$ cat src/hw/rtl/pmic_pkg.sv
// ----------------------------------------------------------------------------
// pmic_pkg: shared types and constants of the poll-mode interrupt controller
// Transaction layouts, bus command codes, init step codes and 8259A
// control word fields used by the controller modules.
// ----------------------------------------------------------------------------
package pmic_pkg;

   localparam int unsigned AddrWidth  = 24;
   localparam int unsigned LineCount  = 8;
   localparam int unsigned IndexWidth = 1;

   typedef enum logic [1:0] {
      CMD_READ  = 2'd0,
      CMD_WRITE = 2'd1,
      CMD_TICK  = 2'd2
   } command_type;

   localparam logic [IndexWidth-1:0] CSR_BASE_ADDRESS = 1'd0;
   localparam logic [IndexWidth-1:0] CSR_ADDRESS_MASK = 1'd1;

   localparam logic [2:0] STEP_DONE = 3'd0;
   localparam logic [2:0] STEP_ICW4 = 3'd1;
   localparam logic [2:0] STEP_ICW3 = 3'd2;
   localparam logic [2:0] STEP_ICW2 = 3'd3;
   localparam logic [2:0] STEP_ICW1 = 3'd4;

   localparam logic [1:0] WR_OCW2 = 2'b00;
   localparam logic [1:0] WR_OCW3 = 2'b01;
   localparam logic [1:0] WR_ICW1 = 2'b10;

   localparam logic [2:0] OCW2_NS_EOI = 3'b001;
   localparam logic [2:0] OCW2_SP_EOI = 3'b011;

   localparam logic [7:0] READ_MODE_INIT = 8'h4A;
   localparam logic [7:0] POLL_FLAG      = 8'h80;
   localparam logic [7:0] LATCH_ARMED    = 8'hFF;
   localparam logic [2:0] NO_LEVEL       = 3'd7;

   localparam logic [AddrWidth-1:0] BASE_ADDRESS_RESET = 24'h000020;
   localparam logic [AddrWidth-1:0] ADDRESS_MASK_RESET = 24'hFFFFFE;

   typedef struct packed {
      logic [1:0]           command;
      logic                 io_space;
      logic [AddrWidth-1:0] bus_address;
      logic [7:0]           write_data;
      logic [LineCount-1:0] int_lines;
   } req_item_type;

   typedef struct packed {
      logic [7:0] read_data;
      logic       selected;
      logic       int_request;
   } rsp_item_type;

   typedef struct packed {
      logic [AddrWidth-1:0] base_address;
      logic [AddrWidth-1:0] address_mask;
   } addr_cfg_type;

   typedef struct packed {
      logic       found;
      logic [2:0] level;
   } priority_type;

   function automatic priority_type lowest_set(input logic [LineCount-1:0] value);
      priority_type res;
      res.found = 1'b0;
      res.level = NO_LEVEL;
      for (int i = LineCount - 1; i >= 0; i--) begin
         if (value[i]) begin
            res.found = 1'b1;
            res.level = 3'(i);
         end
      end
      return res;
   endfunction

endpackage

$ cat src/hw/rtl/pmic_csr.sv
// ----------------------------------------------------------------------------
// pmic_csr: address decode configuration registers
// Holds the base address and address mask written over the CSR channel.
// ----------------------------------------------------------------------------
module pmic_csr (
   input  logic                              clock,
   input  logic                              reset,
   input  logic                              csr_valid,
   output logic                              csr_ready,
   input  logic [pmic_pkg::IndexWidth-1:0]   csr_index,
   input  logic [pmic_pkg::AddrWidth-1:0]    csr_data,
   output pmic_pkg::addr_cfg_type            addr_cfg
);
   import pmic_pkg::*;

   addr_cfg_type cfg_ff;
   addr_cfg_type cfg_in;

   assign csr_ready = 1'b1;
   assign addr_cfg  = cfg_ff;

   always_comb begin
      cfg_in = cfg_ff;
      if (csr_valid) begin
         unique case (csr_index)
            CSR_BASE_ADDRESS: cfg_in.base_address = csr_data;
            CSR_ADDRESS_MASK: cfg_in.address_mask = csr_data;
            default: ;
         endcase
      end
   end

   always_ff @(posedge clock) begin
      if (reset) begin
         cfg_ff <= '{base_address: BASE_ADDRESS_RESET, address_mask: ADDRESS_MASK_RESET};
      end else begin
         cfg_ff <= cfg_in;
      end
   end

endmodule

$ cat src/hw/rtl/pmic_core.sv
// ----------------------------------------------------------------------------
// pmic_core: controller state and single-pass transaction logic
// Decodes one registered transaction against the controller state and
// produces its result together with the next state.
// ----------------------------------------------------------------------------
module pmic_core (
   input  logic                   clock,
   input  logic                   reset,
   input  logic                   item_valid,
   input  pmic_pkg::req_item_type item,
   input  pmic_pkg::addr_cfg_type addr_cfg,
   output pmic_pkg::rsp_item_type result
);
   import pmic_pkg::*;

   typedef struct packed {
      logic [2:0]           init_step;
      logic [7:0]           init_word_one;
      logic [7:0]           init_word_two;
      logic [7:0]           init_word_three;
      logic [7:0]           init_word_four;
      logic [7:0]           mask_reg;
      logic [7:0]           read_mode_reg;
      logic [LineCount-1:0] in_service;
      logic [LineCount-1:0] request_reg;
      logic [LineCount-1:0] edge_latch;
      logic [LineCount-1:0] previous_lines;
      logic                 request_frozen;
      logic                 pending_flag;
   } pic_state_type;

   localparam pic_state_type STATE_RESET = '{
      init_step:       STEP_ICW1,
      init_word_one:   8'h00,
      init_word_two:   8'h00,
      init_word_three: 8'h00,
      init_word_four:  8'h00,
      mask_reg:        8'h00,
      read_mode_reg:   8'h00,
      in_service:      '0,
      request_reg:     '0,
      edge_latch:      LATCH_ARMED,
      previous_lines:  '0,
      request_frozen:  1'b0,
      pending_flag:    1'b0
   };

   pic_state_type state_ff;
   pic_state_type state_in;

   logic                 addr_hit;
   logic [LineCount-1:0] live;
   logic [LineCount-1:0] fresh_request;
   logic [LineCount-1:0] grant_bit;
   priority_type         grant;

   assign addr_hit = item.io_space &&
                     ((item.bus_address & addr_cfg.address_mask) == addr_cfg.base_address);
   assign live      = state_ff.request_reg & ~state_ff.mask_reg;
   assign grant     = lowest_set(live);
   assign grant_bit = grant.found ? (LineCount'(1) << grant.level) : '0;
   assign fresh_request = state_ff.request_frozen ? state_ff.request_reg
                                                  : (state_ff.edge_latch & item.int_lines);

   always_comb begin
      state_in        = state_ff;
      result          = '0;
      if (item_valid) begin
         unique case (item.command)
            CMD_TICK: begin
               state_in.request_reg = fresh_request;
               if ((fresh_request & ~state_ff.mask_reg) != '0) begin
                  state_in.pending_flag = 1'b1;
               end
               state_in.edge_latch     = state_ff.edge_latch |
                                         (~item.int_lines & state_ff.previous_lines);
               state_in.previous_lines = item.int_lines;
            end
            CMD_WRITE: begin
               if (addr_hit) begin
                  result.selected = 1'b1;
                  if (state_ff.init_step != STEP_DONE) begin
                     unique case (state_ff.init_step)
                        STEP_ICW1: begin
                           state_in.init_word_one = item.write_data;
                           state_in.read_mode_reg = READ_MODE_INIT;
                           state_in.init_step     = STEP_ICW2;
                        end
                        STEP_ICW2: begin
                           state_in.init_word_two = item.write_data;
                           if (!state_ff.init_word_one[1]) begin
                              state_in.init_step = STEP_ICW3;
                           end else begin
                              state_in.init_step = state_ff.init_word_one[0] ? STEP_ICW4
                                                                              : STEP_DONE;
                           end
                        end
                        STEP_ICW3: begin
                           state_in.init_word_three = item.write_data;
                           state_in.init_step = state_ff.init_word_one[0] ? STEP_ICW4
                                                                           : STEP_DONE;
                        end
                        default: begin
                           state_in.init_word_four = item.write_data;
                           state_in.init_step      = STEP_DONE;
                        end
                     endcase
                  end else if (item.bus_address[0]) begin
                     state_in.mask_reg = item.write_data;
                  end else begin
                     case (item.write_data[4:3])
                        WR_OCW2: begin
                           if (item.write_data[7:5] == OCW2_NS_EOI) begin
                              state_in.request_frozen = 1'b0;
                              state_in.request_reg    = '0;
                              state_in.pending_flag   = 1'b0;
                              state_in.in_service     = state_ff.in_service &
                                                        (state_ff.in_service - 1'b1);
                           end else if (item.write_data[7:5] == OCW2_SP_EOI) begin
                              state_in.request_frozen = 1'b0;
                              state_in.request_reg    = '0;
                              state_in.pending_flag   = 1'b0;
                              state_in.in_service     = state_ff.in_service &
                                 ~(LineCount'(1) << item.write_data[2:0]);
                           end
                        end
                        WR_OCW3: state_in.read_mode_reg = item.write_data;
                        WR_ICW1: state_in.init_word_one = item.write_data;
                        default: ;
                     endcase
                  end
               end
            end
            CMD_READ: begin
               if (addr_hit) begin
                  result.selected = 1'b1;
                  if (item.bus_address[0]) begin
                     result.read_data = state_ff.mask_reg;
                  end else if (state_ff.read_mode_reg[2]) begin
                     if (state_ff.pending_flag) begin
                        state_in.request_frozen = 1'b1;
                        state_in.in_service     = state_ff.in_service | grant_bit;
                        state_in.edge_latch     = state_ff.edge_latch & ~grant_bit;
                        state_in.pending_flag   = 1'b0;
                        result.read_data        = POLL_FLAG | {5'b0, grant.level};
                     end
                     state_in.read_mode_reg = state_ff.read_mode_reg & ~8'h04;
                  end else if (state_ff.read_mode_reg[1:0] == 2'b10) begin
                     result.read_data = state_ff.request_reg;
                  end else if (state_ff.read_mode_reg[1:0] == 2'b11) begin
                     result.read_data = state_ff.in_service;
                  end
               end
            end
            default: ;
         endcase
      end
      result.int_request = state_in.pending_flag;
   end

   always_ff @(posedge clock) begin
      if (reset) begin
         state_ff <= STATE_RESET;
      end else begin
         state_ff <= state_in;
      end
   end

endmodule

$ cat src/hw/rtl/poll_mode_interrupt_controller_unit.sv
// ----------------------------------------------------------------------------
// poll_mode_interrupt_controller_unit: eight-input poll-mode interrupt controller
//
//   Channel   Handshake                 Payload
//   req       start / busy              command, io_space, bus_address,
//                                       write_data, int_lines
//   rsp       rsp_valid (strobe)        read_data, selected, int_request
//   csr       csr_valid / csr_ready     csr_index, csr_data
//
// One transaction is accepted per cycle; busy stays low.
// Each accepted transaction is held in the input register, then decoded with the
// state update, and its result is captured in the result register, which drives
// the result ports.
// Reset is synchronous and restores the post-reset controller state.
// The receiver cannot stall; every result is shown for exactly one cycle.
// ----------------------------------------------------------------------------
module poll_mode_interrupt_controller_unit (
   input  logic                            clock,
   input  logic                            reset,
   input  logic                            start,
   output logic                            busy,
   input  logic [1:0]                      req_command,
   input  logic                            req_io_space,
   input  logic [pmic_pkg::AddrWidth-1:0]  req_bus_address,
   input  logic [7:0]                      req_write_data,
   input  logic [pmic_pkg::LineCount-1:0]  req_int_lines,
   output logic                            rsp_valid,
   output logic [7:0]                      rsp_read_data,
   output logic                            rsp_selected,
   output logic                            rsp_int_request,
   input  logic                            csr_valid,
   output logic                            csr_ready,
   input  logic [pmic_pkg::IndexWidth-1:0] csr_index,
   input  logic [pmic_pkg::AddrWidth-1:0]  csr_data
);
   import pmic_pkg::*;

   logic         item_valid_ff;
   req_item_type item_ff;
   req_item_type item_in;
   logic         rsp_valid_ff;
   rsp_item_type rsp_ff;
   rsp_item_type core_result;
   addr_cfg_type addr_cfg;

   assign busy = 1'b0;

   assign item_in.command     = req_command;
   assign item_in.io_space    = req_io_space;
   assign item_in.bus_address = req_bus_address;
   assign item_in.write_data  = req_write_data;
   assign item_in.int_lines   = req_int_lines;

   pmic_csr u_csr (
      .clock     (clock),
      .reset     (reset),
      .csr_valid (csr_valid),
      .csr_ready (csr_ready),
      .csr_index (csr_index),
      .csr_data  (csr_data),
      .addr_cfg  (addr_cfg)
   );

   pmic_core u_core (
      .clock      (clock),
      .reset      (reset),
      .item_valid (item_valid_ff),
      .item       (item_ff),
      .addr_cfg   (addr_cfg),
      .result     (core_result)
   );

   always_ff @(posedge clock) begin
      if (reset) begin
         item_valid_ff <= 1'b0;
         rsp_valid_ff  <= 1'b0;
         rsp_ff        <= '0;
      end else begin
         item_valid_ff <= start && !busy;
         rsp_valid_ff  <= item_valid_ff;
         if (item_valid_ff) begin
            rsp_ff <= core_result;
         end
      end
   end

   always_ff @(posedge clock) begin
      if (start && !busy) begin
         item_ff <= item_in;
      end
   end

   assign rsp_valid       = rsp_valid_ff;
   assign rsp_read_data   = rsp_ff.read_data;
   assign rsp_selected    = rsp_ff.selected;
   assign rsp_int_request = rsp_ff.int_request;

`ifndef SYNTHESIS
   a_result_follows: assert property (@(posedge clock) disable iff (reset)
      (start && !busy) |=> ##1 rsp_valid)
      else $error("accepted transaction produced no result");

   a_data_needs_select: assert property (@(posedge clock) disable iff (reset)
      (rsp_valid && rsp_read_data != 8'h00) |-> rsp_selected)
      else $error("read data returned for an unselected transaction");

   a_irq_holds_idle: assert property (@(posedge clock) disable iff (reset)
      !rsp_valid |-> $stable(rsp_int_request))
      else $error("interrupt request changed without a result");
`endif

endmodule
$ cat config.mk
export PLATFORM = sky130hd
export DESIGN_NAME = poll_mode_interrupt_controller_unit
export DESIGN_NICKNAME = d
export VERILOG_FILES = /design/src/hw/rtl/pmic_pkg.sv /design/src/hw/rtl/pmic_csr.sv /design/src/hw/rtl/pmic_core.sv /design/src/hw/rtl/poll_mode_interrupt_controller_unit.sv
export SDC_FILE = /design/constraint.sdc
export NUM_CORES = 1
export LEC_CHECK = 0
export BUFFER_PORTS_ARGS = -buffer_cell sky130_fd_sc_hd__buf_2
export CAP_MARGIN = 40
export CELL_PAD_IN_SITES_DETAIL_PLACEMENT = 1
export CELL_PAD_IN_SITES_GLOBAL_PLACEMENT = 1
export CORE_MARGIN = 2
export CORE_UTILIZATION = 40
export DETAILED_ROUTE_END_ITERATION = 10
export PLACE_DENSITY = 0.77
export SLEW_MARGIN = 20
export SYNTH_ARGS = -nofsm -noshare
export SYNTH_HDL_FRONTEND = slang
export SYNTH_HIERARCHICAL = 1
export SYNTH_SLANG_ARGS = --single-unit
$ cat constraint.sdc
create_clock -name clock -period 3.1 [get_ports clock]
set_input_delay 0.62 -clock clock [delete_from_list [all_inputs] [get_ports clock]]
set_output_delay 0.62 -clock clock [all_outputs]
set_load 0.05 [all_outputs]
Yosys cells after proc, flatten, opt, wreduce, memory -nomap -nowiden. Index checks and enable logic that the tools add are counted. W data, S select, Z words.

Word-level logic and storage cells: 150. Register bits after elaboration: 153. Output and inout bits: 13. Input bits: 72.

Equality and inequality tests: 26. Shifts and indexed selects: 2. Mux-type cells: 60. Reduce and logical (&&, ||, !) cells: 21. Add/sub/neg operators: 1. Bitwise logic cells: 17.

Operators by type and width (number): $mux W8 (14); $mux W16 (4); $and A8 B8 Y8 (7); $mux W19 (2); $mux W4 (8); $not A8 Y8 (4); $pmux W8 S2 (2); $mux W2 (15); $and A24 B24 Y24 (1); $eq A24 B24 Y1 (1); $mux W11 (2); $pmux W11 S2 (1); $or A8 B8 Y8 (2); $shl A1 B3 Y8 const A (2); $reduce_and A7 Y1 (2); $reduce_and A6 Y1 (2); $reduce_and A11 Y1 (1); $ne A2 B1 Y1 const B (5); $ne A2 B2 Y1 const B (5); $reduce_bool A2 Y1 (5); $eq A3 B2 Y1 const B (3); $mux W3 (3); $mux W9 (1); $pmux W3 S3 (1); 20 further kinds (34).

Longest topological paths before layout. Gate-level depths: netlist of the first run.

Depth after elaboration: 19. Mapped depth: 10.

Modules after synthesis. Netlist of the first run, hierarchy kept.

By module, submodules not included: pmic_core (area each 3563.4 µm², times used 1, cells each 487, sequential area each 1001.0 µm²); pmic_csr (area each 2068.2 µm², times used 1, cells each 195, sequential area each 960.9 µm²); poll_mode_interrupt_controller_unit (area each 1709.1 µm², times used 1, cells each 81, sequential area each 1531.5 µm²).

Worst setup path after synthesis of the first run. OpenSTA, ideal clock, no wires.

Path kind: register -> register. Start point: reg item_ff[16] (netlist name). End point: reg rsp_ff (netlist bit rsp_read_data[7]). Arrival: 2222 ps. Data required time: 3035 ps. Slack: 812 ps. Period minus slack after synthesis: 2288 ps. Cell stages (with the launch flop): 11. Library setup time: 65 ps. Cells stage by stage: edfxtp_1 buf_4 a21boi_2 or3_4 nor4_4 nand4_4 or3_1 buf_6 a211oi_1 mux2i_1 nor2_1.

RTL lines: start, declared (RTL line poll_mode_interrupt_controller_unit.sv:39) `req_item_type item_ff;`; start signal, assigned (RTL line poll_mode_interrupt_controller_unit.sv:89) `item_ff <= item_in;`; end signal, assigned (RTL line poll_mode_interrupt_controller_unit.sv:82) `rsp_ff <= core_result;`; end, declared (RTL line poll_mode_interrupt_controller_unit.sv:42) `rsp_item_type rsp_ff;`.

==> results of run 1 <==
[cell usage after synthesis, types with 12 or more instances]
master     count  area, um^2
a211o_1       22         193
a21boi_0      14         105
a21oi_1       56         280
and3_1        31         194
and3b_1       12         105
buf_6         13         146
clkbuf_1      25        93.8
dfxtp_1      110        2200
edfxtp_1      43        1290
inv_1         19        71.3
mux2i_1       20         200
nand2_1       61         229
nand2b_1      33         206
nand4_1       14        87.6
nand4bb_1     22         248
nor2_1        39         146
nor2b_1       17         106
nor3_1        17        85.1
o21ai_0       34         170
o21ai_1       20         100
[final timing paths]
kind / startpoint / slack (ns) / to / cells after the start
setup reg to reg: item_ff[24] / 0.47 / rsp_read_data[7] / 8
setup / recovery: item_ff[24] / 0.47 / rsp_read_data[7] / 8
hold reg to reg: u_core/state_ff[7] / 0.46 / u_core/state_ff[7] / 2
hold / removal: req_bus_address[7] / 0.36 / item_ff[23] / 1
[stage by stage]
| step | util | total power [W] |
|---|---|---|
| 2_1_floorplan | - | 0.00256 |
| 3_3_place_gp | 0.437 | 0.00271 |
| 3_5_place_dp | 0.437 | 0.00272 |
| 4_1_cts | 0.473 | 0.00498 |
| 5_1_grt | 0.473 | 0.00512 |
| 6_report | 0.473 | 0.00494 |
[critical path: cells and delay by family (launching register included)]
kind               cells  cell delay, ns
AOI/OAI and AO/OA      1            0.29
and+or+nand+nor        6            1.77
DFF                    1            0.39
muxes                  1            0.11
[power breakdown]
part	leakage, nW	switching [W]	internal (W)
clock network	0.313	0.000925	0.00133
registers	1.32	0.0000801	0.00216
logic	1.56	0.000261	0.000188
total	3.19	0.00127	0.00367
[flip-flops by register name (all words and copies together) (netlist names)]
signal and cells:
rsp_valid 1, rsp_read_data 8, u_csr/addr_cfg 48, item_ff 43
rsp_selected 1, item_valid_ff 1, rsp_int_request 1, u_core/state_ff 50
[cells in the final DEF, fill, tap and decap left out, drive strengths merged, types with 4 or more instances in the layout]
cell type  instances
a211o             22
a211oi            10
a21boi            15
a21oi             56
a22oi              5
a311oi             8
a32oi              7
a41oi              4
and3              31
and3b             12
buf               98
clkbuf            18
dfxtp            110
edfxtp            43
inv               27
mux2i             20
nand2             62
nand2b            33
nand3              7
nand3b             8
nand4             15
nand4bb           22
nor2              39
nor2b             17
nor3              17
nor4              10
o211ai             5
o21ai             54
o22ai              4
o31ai              4
or3                7
or4                4
[routing by layer]
layer	global-route usage	up-vias	routed length, um
li1	-	2969	-
met1	0.273	3071	9280
met2	0.382	127	10500
met3	0.0516	20	908
met4	0.0606	0	282
met5	0	-	0
[cells by family after synthesis]
kind of cell | count (synthesis) | share of synthesized area
compound gates | 210 | 0.185
fa+ha+maj | 1 | 0.00170
xor+xnor | 2 | 0.00239
flops | 153 | 0.476
other cells | 2 | 0.00102
simple gates | 301 | 0.250
buf+inv | 72 | 0.0540
mux | 22 | 0.0303
[area by class of cell]
type,count,share of cell area
clock buffers,18,0.0517
clock inverters,14,0.0239
inverters,20,0.00884
multi-input cells,538,0.406
flip-flops and latches,153,0.411
well taps,229,0.0337
repair buffers,98,0.0642
==> impl_metrics.csv, run 1 <==
group,metric,value,unit
timing,finClkSkew,0.0127,ns
job,cap_violations,0,
yosys,synth-seq-cells,153,
timing,post-route-period-util,0.850,
final_layout,area_delta_synth_final,15.7,%
timing,drv_slew,0,
pwr,power.density,581,nW/um^2
timing,fin_hold_ws,0.355,ns
cts,cts_resized,0,
route,route.detailed.drc,0,
route,vias,6187,
timing,tns,0,ns
floorplan,ios,85,
placed_design,pre_cts_ws,0.480,ns
cts,cts_buffers,17,
global_route,grt_max_degree,131,
setup_path,crit_slowest_cell,"or3_1",
setup_path,crit_path_end_kind,"flip-flop",
yosys,syn_area_per_cell,9.62,um^2
floorplan,die_w,139,um
setup_path,path_class,"flip-flop to flip-flop",
route,avgRoutedWirePerCell,19.6,um
yosys,synth_edf_count,43,
setup_path,path_cells,"and3b_1, nor4_1, and4_1, nand4_4, or3_1, a211oi_1, mux2i_1, nor2_1",
final_layout,num-fill-cells,2065,
yosys,ys_async_sr_fraction,0,
global_route,grt_overflow_total,0,
global_route,antenna_found_initial,0,
setup_path,critPathRequiredTime,3.47,ns
final_layout,seq_area,3490,um^2
cts,cts-root-buf,"clkbuf_16",
hold_path,min_path_type,"input port to flip-flop",
floorplan,core_area,18000,um^2
timing,setup_ws,0.465,ns
route,drt_first_pass_iters,5,
timing,final-setup-viol-count,0,
global_route,grt_pass1_vias,6441,
placed_design,place_inst,1038,
timing,rsz0062_at_grt,"false",
cts,htree_levels,4,
final_layout,num-nets-final,901,
cts,cts_tree,"yes",
yosys,ys.warnings.count,6,
route,ant_nets,0,
yosys,synth_cells,763,
cts,cts_setup_buffers,0,
route,drtIter0Drc,358,
yosys,synth_cell_types,66,
global_route,track_usage,0.219,
cts,path_clk_slew,0.07,ns
yosys,ys.flop_type,"dfxtp_1",
yosys,synth_nets,836,
final_layout,diodes,0,
floorplan,dieArea,19500,um^2
status,status,"completed",
final_layout,drive_above_1_share,0.170,
cts,postCtsHoldBufs,0,
timing,relSlewSlack,0.478,
timing,min_period,2.63,ns
yosys,ys_seq_area_frac,0.476,
route,wl,21.0,mm
floorplan,initial_core_util,0.409,
placed_design,dp_hpwl,14.4,mm
global_route,grt_pass1_wl,34.2,mm
timing,worst_slew_pin_slew,0.783,ns
pwr,worst_ir_drop_vdd,0.589,mV
timing,max_freq,0.380,GHz
cts,cts.sinks,153,
final_layout,fin_area,8500,um^2
yosys,synth_area,7340,um^2
final_layout,multiInputGateArea,3450,um^2
cts,clock_latency,0.44,ns
pwr,p_leak,3.19,nW
floorplan,rows,49,
setup_path,critPathMaxFanout,13,
setup_path,cp.arrival,3.00,ns
final_layout,final-instance-count-excl-fill,1070,
placed_design,post_dp_cell_area,7850,um^2
placed_design,gp_congestion,0.888,
timing,hold_viol,0,
setup_path,max_stage_delay,0.52,ns
placed_design,portBuffers,82,
route,via_per_inst,5.78,
cts,cts_buffer_depth,2,
setup_path,start_kind,"flip-flop",
floorplan,die_y,139,um
No activity file was read; power rests on OpenSTA's default activity.
==> run 2: changes to the inputs <==
--- a/config.mk
+++ b/config.mk
@@ -12,7 +12,7 @@
 export CORE_MARGIN = 2
 export CORE_UTILIZATION = 40
 export DETAILED_ROUTE_END_ITERATION = 10
-export PLACE_DENSITY = 0.77
+export PLACE_DENSITY = 0.8
 export SLEW_MARGIN = 20
 export SYNTH_ARGS = -nofsm -noshare
 export SYNTH_HDL_FRONTEND = slang
==> constraint.sdc (replaced) <==
create_clock -name clock -period 2.4 [get_ports clock]
set_input_delay 0.48 -clock clock [delete_from_list [all_inputs] [get_ports clock]]
set_output_delay 0.48 -clock clock [all_outputs]
set_load 0.05 [all_outputs]
==> run 2 against run 1 <==
The run now ends with negative setup slack left. Wire length rose by 4.3%. Hold slack got worse by 0.14 ns. Largest power group is now registers. Utilization rose by 1.5 points. Maximum frequency rose by 8.3%. Highest routed layer is now met5. Die area did not move. Clock power rose by 8.9%. Sequential power rose by 29%. Flip-flop and latch count did not move. Cell count rose by 3.6%. Count of clock-buffer cells in the layout did not move.
==> impl_metrics.csv, run 2 (synthesis results as in run 1) <==
group,metric,value,unit
floorplan,core_area,18000,um^2
pwr,power.internal,0.00438,W
setup_path,crit_path_end_kind,"flip-flop",
cts,htree_levels,4,
global_route,antenna_found_initial,1,
setup_path,r2r-end,"rsp_read_data[3]",
setup_path,reg2reg_from,"item_ff[28]",
pwr,clkPwrFrac,0.410,
final_layout,mostFrequentLayoutCell,"dfxtp_1",
placed_design,dp_hpwl,15.0,mm
pwr,power.density,681,nW/um^2
global_route,grt_overflow_total,0,
timing,post-route-period-util,1.01,
route,vias,6428,
route,drtIter0Drc,553,
pwr,seq_power_share,0.484,
timing,finClkSkew,0.00860,ns
global_route,grt_pass1_vias,6441,
timing,final-setup-viol-count,1,
final_layout,diodes,0,
cts,cts.sinks,153,
final_layout,layout_common_cells,"109 x dfxtp_1, 81 x buf_2, 61 x nand2_1",
global_route,grt_max_degree,73,
global_route,grt_pass1_wl,34.7,mm
floorplan,die_y,139,um
floorplan,dieArea,19500,um^2
timing,relSlewSlack,0.495,
setup_path,critPathRequiredTime,2.76,ns
setup_path,endpoint,"rsp_read_data[3]",
final_layout,drive_above_1_share,0.219,
final_layout,num-fill-cells,2066,
hold_path,min_path_type,"input port to flip-flop",
job,cap_violations,0,
route,drt_first_pass_iters,5,
route,wl,21.9,mm
final_layout,final-instance-count-excl-fill,1109,
setup_path,reg2regPathDepth,9,
global_route,use_met3,0.0588,
cts,cts_tree,"yes",
setup_path,start_kind,"flip-flop",
pwr,power.total,0.00597,W
pwr,p_comb_frac,0.106,
route,via_per_inst,5.80,
floorplan,die_w,139,um
final_layout,final_util,0.488,
pwr,p_sw_frac,0.266,
global_route,use_met1,0.298,
global_route,grtUsageMet2,0.357,
final_layout,largest_register_ffs,50,
route,avgRoutedWirePerCell,19.7,um
final_layout,top_register,"u_core/state_ff",
route,ant_nets,0,
timing,max_freq,0.411,GHz
cts,path_clk_slew,0.07,ns
final_layout,area_delta_synth_final,19.5,%
floorplan,initial_core_util,0.409,
cts,cts_buffers,17,
timing,min_period,2.43,ns
status,status,"finished with violations",
timing,drv_slew,0,
setup_path,critPathMaxFanout,4,
pwr,worst_ir_drop_vdd,0.495,mV
floorplan,rows,49,
placed_design,gp_congestion,0.884,
timing,rsz0062_at_grt,"true",
pwr,p_leak,3.34,nW
route,route.detailed.drc,0,
timing,tns,-0.0332,ns
cts,postCtsHoldBufs,0,
timing,worst_slew_pin_slew,0.752,ns
global_route,track_usage,0.225,
timing,fin_hold_ws,0.218,ns
global_route,busiest_layer,"met2",
pwr,p_switching,0.00159,W
placed_design,portBuffers,82,
setup_path,path_class,"flip-flop to flip-flop",
timing,setup_ws,-0.0332,ns
setup_path,worstSetupStartpoint,"item_ff[28]",
placed_design,place_inst,1074,
timing,hold_viol,0,
cts,clock_latency,0.43,ns
setup_path,r2r_setup_slack,-0.03,ns
status,violations,"negative setup slack",
cts,cts_buffer_depth,2,
final_layout,num-nets-final,940,
floorplan,ios,85,
cts,cts-root-buf,"clkbuf_16",
setup_path,cp.arrival,2.80,ns
## run 2: cell types whose count changed in the layout (fill, tap and decap cells not counted), sizes merged
cell / before / now
buf: 98 / 137
bufinv: 3 / 0
clkinv: 3 / 8
inv: 27 / 22
clkinvlp: 1 / 4
## run 2: worst min-delay path by stage
stage                                   start            endpoint  slack, ns  cells after the start
after floorplan            u_csr/addr_cfg[23]  u_csr/addr_cfg[23]       0.44                      1
after global placement     u_csr/addr_cfg[23]  u_csr/addr_cfg[23]       0.44                      1
after detailed placement   u_core/state_ff[5]  u_core/state_ff[5]       0.45                      2
after CTS                 req_bus_address[13]         item_ff[29]       0.20                      1
after global routing      req_bus_address[16]         item_ff[32]       0.20                      1
final                        req_int_lines[0]          item_ff[0]       0.22                      1
## run 2: repair_timing
| item | in CTS | in global routing |
|---|---|---|
| endpoints found under the hold margin | 0 | 0 |
| buffers inserted | 0 | 3 |
| pin swaps | 0 | 14 |
| setup endpoints to repair | 4 | 12 |
| gates resized for setup | 2 | 19 |
| gates cloned | 0 | 0 |
## run 2: critical path, cell delays in order (launching register included)
cell and delay [ns]:
edfxtp_1 0.37, and3b_2 0.24, or3_4 0.34, nor4_4 0.33, nand4_4 0.15, or3_4 0.45, buf_6 0.15, nor2_2 0.11
mux2i_1 0.10, nor2_1 0.13
## run 2: final cells by class
class,count,area [um^2],share of cell area
Multi-Input combinational cell,538,3510,0.400
Inverter,20,75.1,0.00856
Clock buffer,18,429,0.0489
Clock inverter,14,98.8,0.0113
Sequential cell,153,3490,0.398
Timing Repair Buffer,137,880,0.100
Tap cell,229,287,0.0327
## run 2: metal layers
| metal | wire length (um) | vias up |
|---|---|---|
| li1 | - | 3049 |
| met1 | 9980 | 3160 |
| met2 | 10300 | 182 |
| met3 | 1100 | 35 |
| met4 | 432 | 2 |
| met5 | 12 | - |
## run 2: power groups by stage
stage	sequential [W]	clock (W)	combinational [W]
finish	0.00289	0.00245	0.000633
global route	0.00290	0.00263	0.000685
CTS	0.00289	0.00251	0.000617
detailed placement	0.00294	0	0.000610
global placement	0.00293	0	0.000596
floorplan	0.00290	0	0.000399
## run 2: per-stage QoR
stage | setup slack (ns) | cell area (um^2)
6_report | -0.0332 | 8770
5_1_grt | -0.101 | 8770
4_1_cts | 0.0111 | 8700
3_5_place_dp | 0.000828 | 8160
3_3_place_gp | 0.0677 | 8160
2_1_floorplan | 0.112 | 7340
==> run 3: changes to the inputs <==
--- a/config.mk
+++ b/config.mk
@@ -11,6 +11,7 @@
 export CELL_PAD_IN_SITES_GLOBAL_PLACEMENT = 1
 export CORE_MARGIN = 2
 export CORE_UTILIZATION = 40
+export CTS_BUF_LIST = sky130_fd_sc_hd__clkbuf_4 sky130_fd_sc_hd__clkbuf_8
 export DETAILED_ROUTE_END_ITERATION = 10
 export PLACE_DENSITY = 0.8
 export SLEW_MARGIN = 20
==> run 3 against run 2 <==
The run now ends clean. Clock power is 28% lower. Sequential share of layout area is 1.0 points higher. Clock skew is 0.0054 ns higher. Final area is 2.6% lower. Critical path depth is 2 lower. Largest power group unchanged. First-iteration DRC count is 15% lower. Sequential power hardly changed. Critical endpoint is now u_core/state_ff[35]. Via count is 0.96% lower. Largest cell class is now flip-flops and latches. Power is 12% lower. Maximum frequency is 5.4% higher.
==> impl_metrics.csv, run 3 (synthesis results as in run 1) <==
group,metric,value,unit
global_route,grtUsageMet2,0.347,
placed_design,place_inst,1074,
global_route,grt_pass1_wl,33.9,mm
cts,cts_tree,"yes",
timing,worst_slew_pin_slew,0.749,ns
global_route,use_met1,0.292,
route,avgRoutedWirePerCell,19.0,um
setup_path,max_stage_delay,0.54,ns
floorplan,die_y,139,um
cts,cts.sinks,153,
floorplan,dieArea,19500,um^2
setup_path,crit_family,"simple AND/OR/NAND/NOR gates",
status,status,"completed",
cts,cts_buffer_depth,2,
placed_design,gp_congestion,0.884,
final_layout,mostFrequentLayoutCell,"dfxtp_1",
timing,relSlewSlack,0.497,
setup_path,critPathMaxFanout,27,
timing,min_period,2.31,ns
final_layout,largest_register_ffs,50,
route,drt_first_pass_iters,5,
pwr,p_sw_frac,0.284,
floorplan,initial_core_util,0.409,
final_layout,top_register,"u_core/state_ff",
global_route,antenna_found_initial,1,
setup_path,cp_num_buf_inv,1,
cts,cts_buffers,17,
route,wl,21.0,mm
setup_path,path_class,"flip-flop to flip-flop",
final_layout,layout_common_cells,"109 x dfxtp_1, 81 x buf_2, 61 x nand2_1",
route,vias,6366,
global_route,grt_overflow_total,0,
job,cap_violations,0,
timing,max_freq,0.433,GHz
final_layout,area_delta_synth_final,16.4,%
floorplan,die_w,139,um
global_route,use_met3,0.0578,
pwr,p_leak,3.24,nW
pwr,p_switching,0.00150,W
timing,tns,0,ns
placed_design,dp_hpwl,15.0,mm
pwr,power.total,0.00528,W
route,drtIter0Drc,470,
pwr,power.density,617,nW/um^2
setup_path,start_kind,"flip-flop",
setup_path,cp.arrival,2.70,ns
global_route,grt_pass1_vias,6330,
timing,finClkSkew,0.0140,ns
route,via_per_inst,5.75,
setup_path,crit_slowest_cell,"or4_4",
final_layout,diodes,0,
pwr,clkPwrFrac,0.336,
global_route,track_usage,0.218,
setup_path,critPathRequiredTime,2.79,ns
setup_path,path_cells,"and3b_1, or3_4, nor4_4, nand4_4, buf_12, or4_4, a21oi_2",
final_layout,num-nets-final,938,
placed_design,portBuffers,82,
hold_path,min_path_type,"input port to flip-flop",
floorplan,rows,49,
timing,final-setup-viol-count,0,
cts,path_clk_slew,0.09,ns
cts,clock_latency,0.46,ns
timing,hold_viol,0,
route,ant_nets,0,
pwr,power.internal,0.00378,W
pwr,seq_power_share,0.546,
cts,postCtsHoldBufs,0,
timing,drv_slew,0,
timing,post-route-period-util,0.962,
setup_path,crit_path_end_kind,"flip-flop",
pwr,worst_ir_drop_vdd,0.383,mV
timing,rsz0062_at_grt,"true",
cts,cts-root-buf,"clkbuf_8",
final_layout,final-instance-count-excl-fill,1107,
route,route.detailed.drc,0,
final_layout,drive_above_1_share,0.212,
floorplan,ios,85,
global_route,grt_max_degree,73,
floorplan,core_area,18000,um^2
pwr,p_comb_frac,0.118,
global_route,busiest_layer,"met2",
cts,htree_levels,4,
run 3: cell count changes in the layout (fill, tap and decap cells not counted), moves of 2 or more:
cell / change
clkbuf_8: +17
nor2_1: +3
clkbuf_16: -17
and4_4: -2
buf_4: -2
nor2_2: -3
run 3: worst register-to-register path, stage by stage, from the launching register on:
cell	delay, ns
edfxtp_1	0.38
and3b_1	0.21
or3_4	0.34
nor4_4	0.29
nand4_4	0.16
buf_12	0.19
or4_4	0.55
a21oi_2	0.14
run 3: layout make-up:
cell class	count	area, um^2
inverter	20	75.1
timing repair buffer	135	865
multi-input combinational	538	3490
clock buffer	18	241
fill	2078	9420
tap	229	287
sequential	153	3490
clock inverter	14	98.8
run 3: stage by stage:
step	worst slack, ns	instance area, um^2	hold slack, ns	utilization
after floorplan	0.112	7340	0.435	-
after global placement	0.0677	8160	0.444	0.454
after detailed placement	0.000828	8160	0.450	0.454
after CTS	0.00450	8500	0.154	0.473
after global routing	-0.0248	8550	0.142	0.476
final	0.0909	8550	0.186	0.476
run 3: path summary, 6_finish.rpt:
path	slack, ns	to	startpoint	cells past startpoint
max	0.09	u_core/state_ff[35]	item_ff[28]	7
min	0.19	item_ff[29]	req_bus_address[13]	1
max reg2reg	0.09	u_core/state_ff[35]	item_ff[28]	7
min reg2reg	0.46	u_core/state_ff[5]	u_core/state_ff[5]	2
run 3: timing repair:
| action | 4_1_cts | 5_1_grt |
|---|---|---|
| setup endpoints to repair | 2 | 14 |
| resized for setup | 1 | 12 |
| buffers inserted | 0 | 1 |
| endpoints found under the hold margin | 0 | 0 |
| pin swaps | 0 | 2 |
run 3: routing by layer:
layer  vias up  part of all wire
li1       3040                 -
met1      3124              0.45
met2       168              0.47
met3        32             0.056
met4         2             0.018
met5         -           0.00057
run 3: power groups by stage:
stage                     clock, W  sequential (W)  combinational (W)
after global routing       0.00195         0.00290           0.000676
final                      0.00177         0.00288           0.000621
after CTS                  0.00182         0.00288           0.000614
after global placement           0         0.00293           0.000596
after detailed placement         0         0.00294           0.000610
after floorplan                  0         0.00290           0.000399
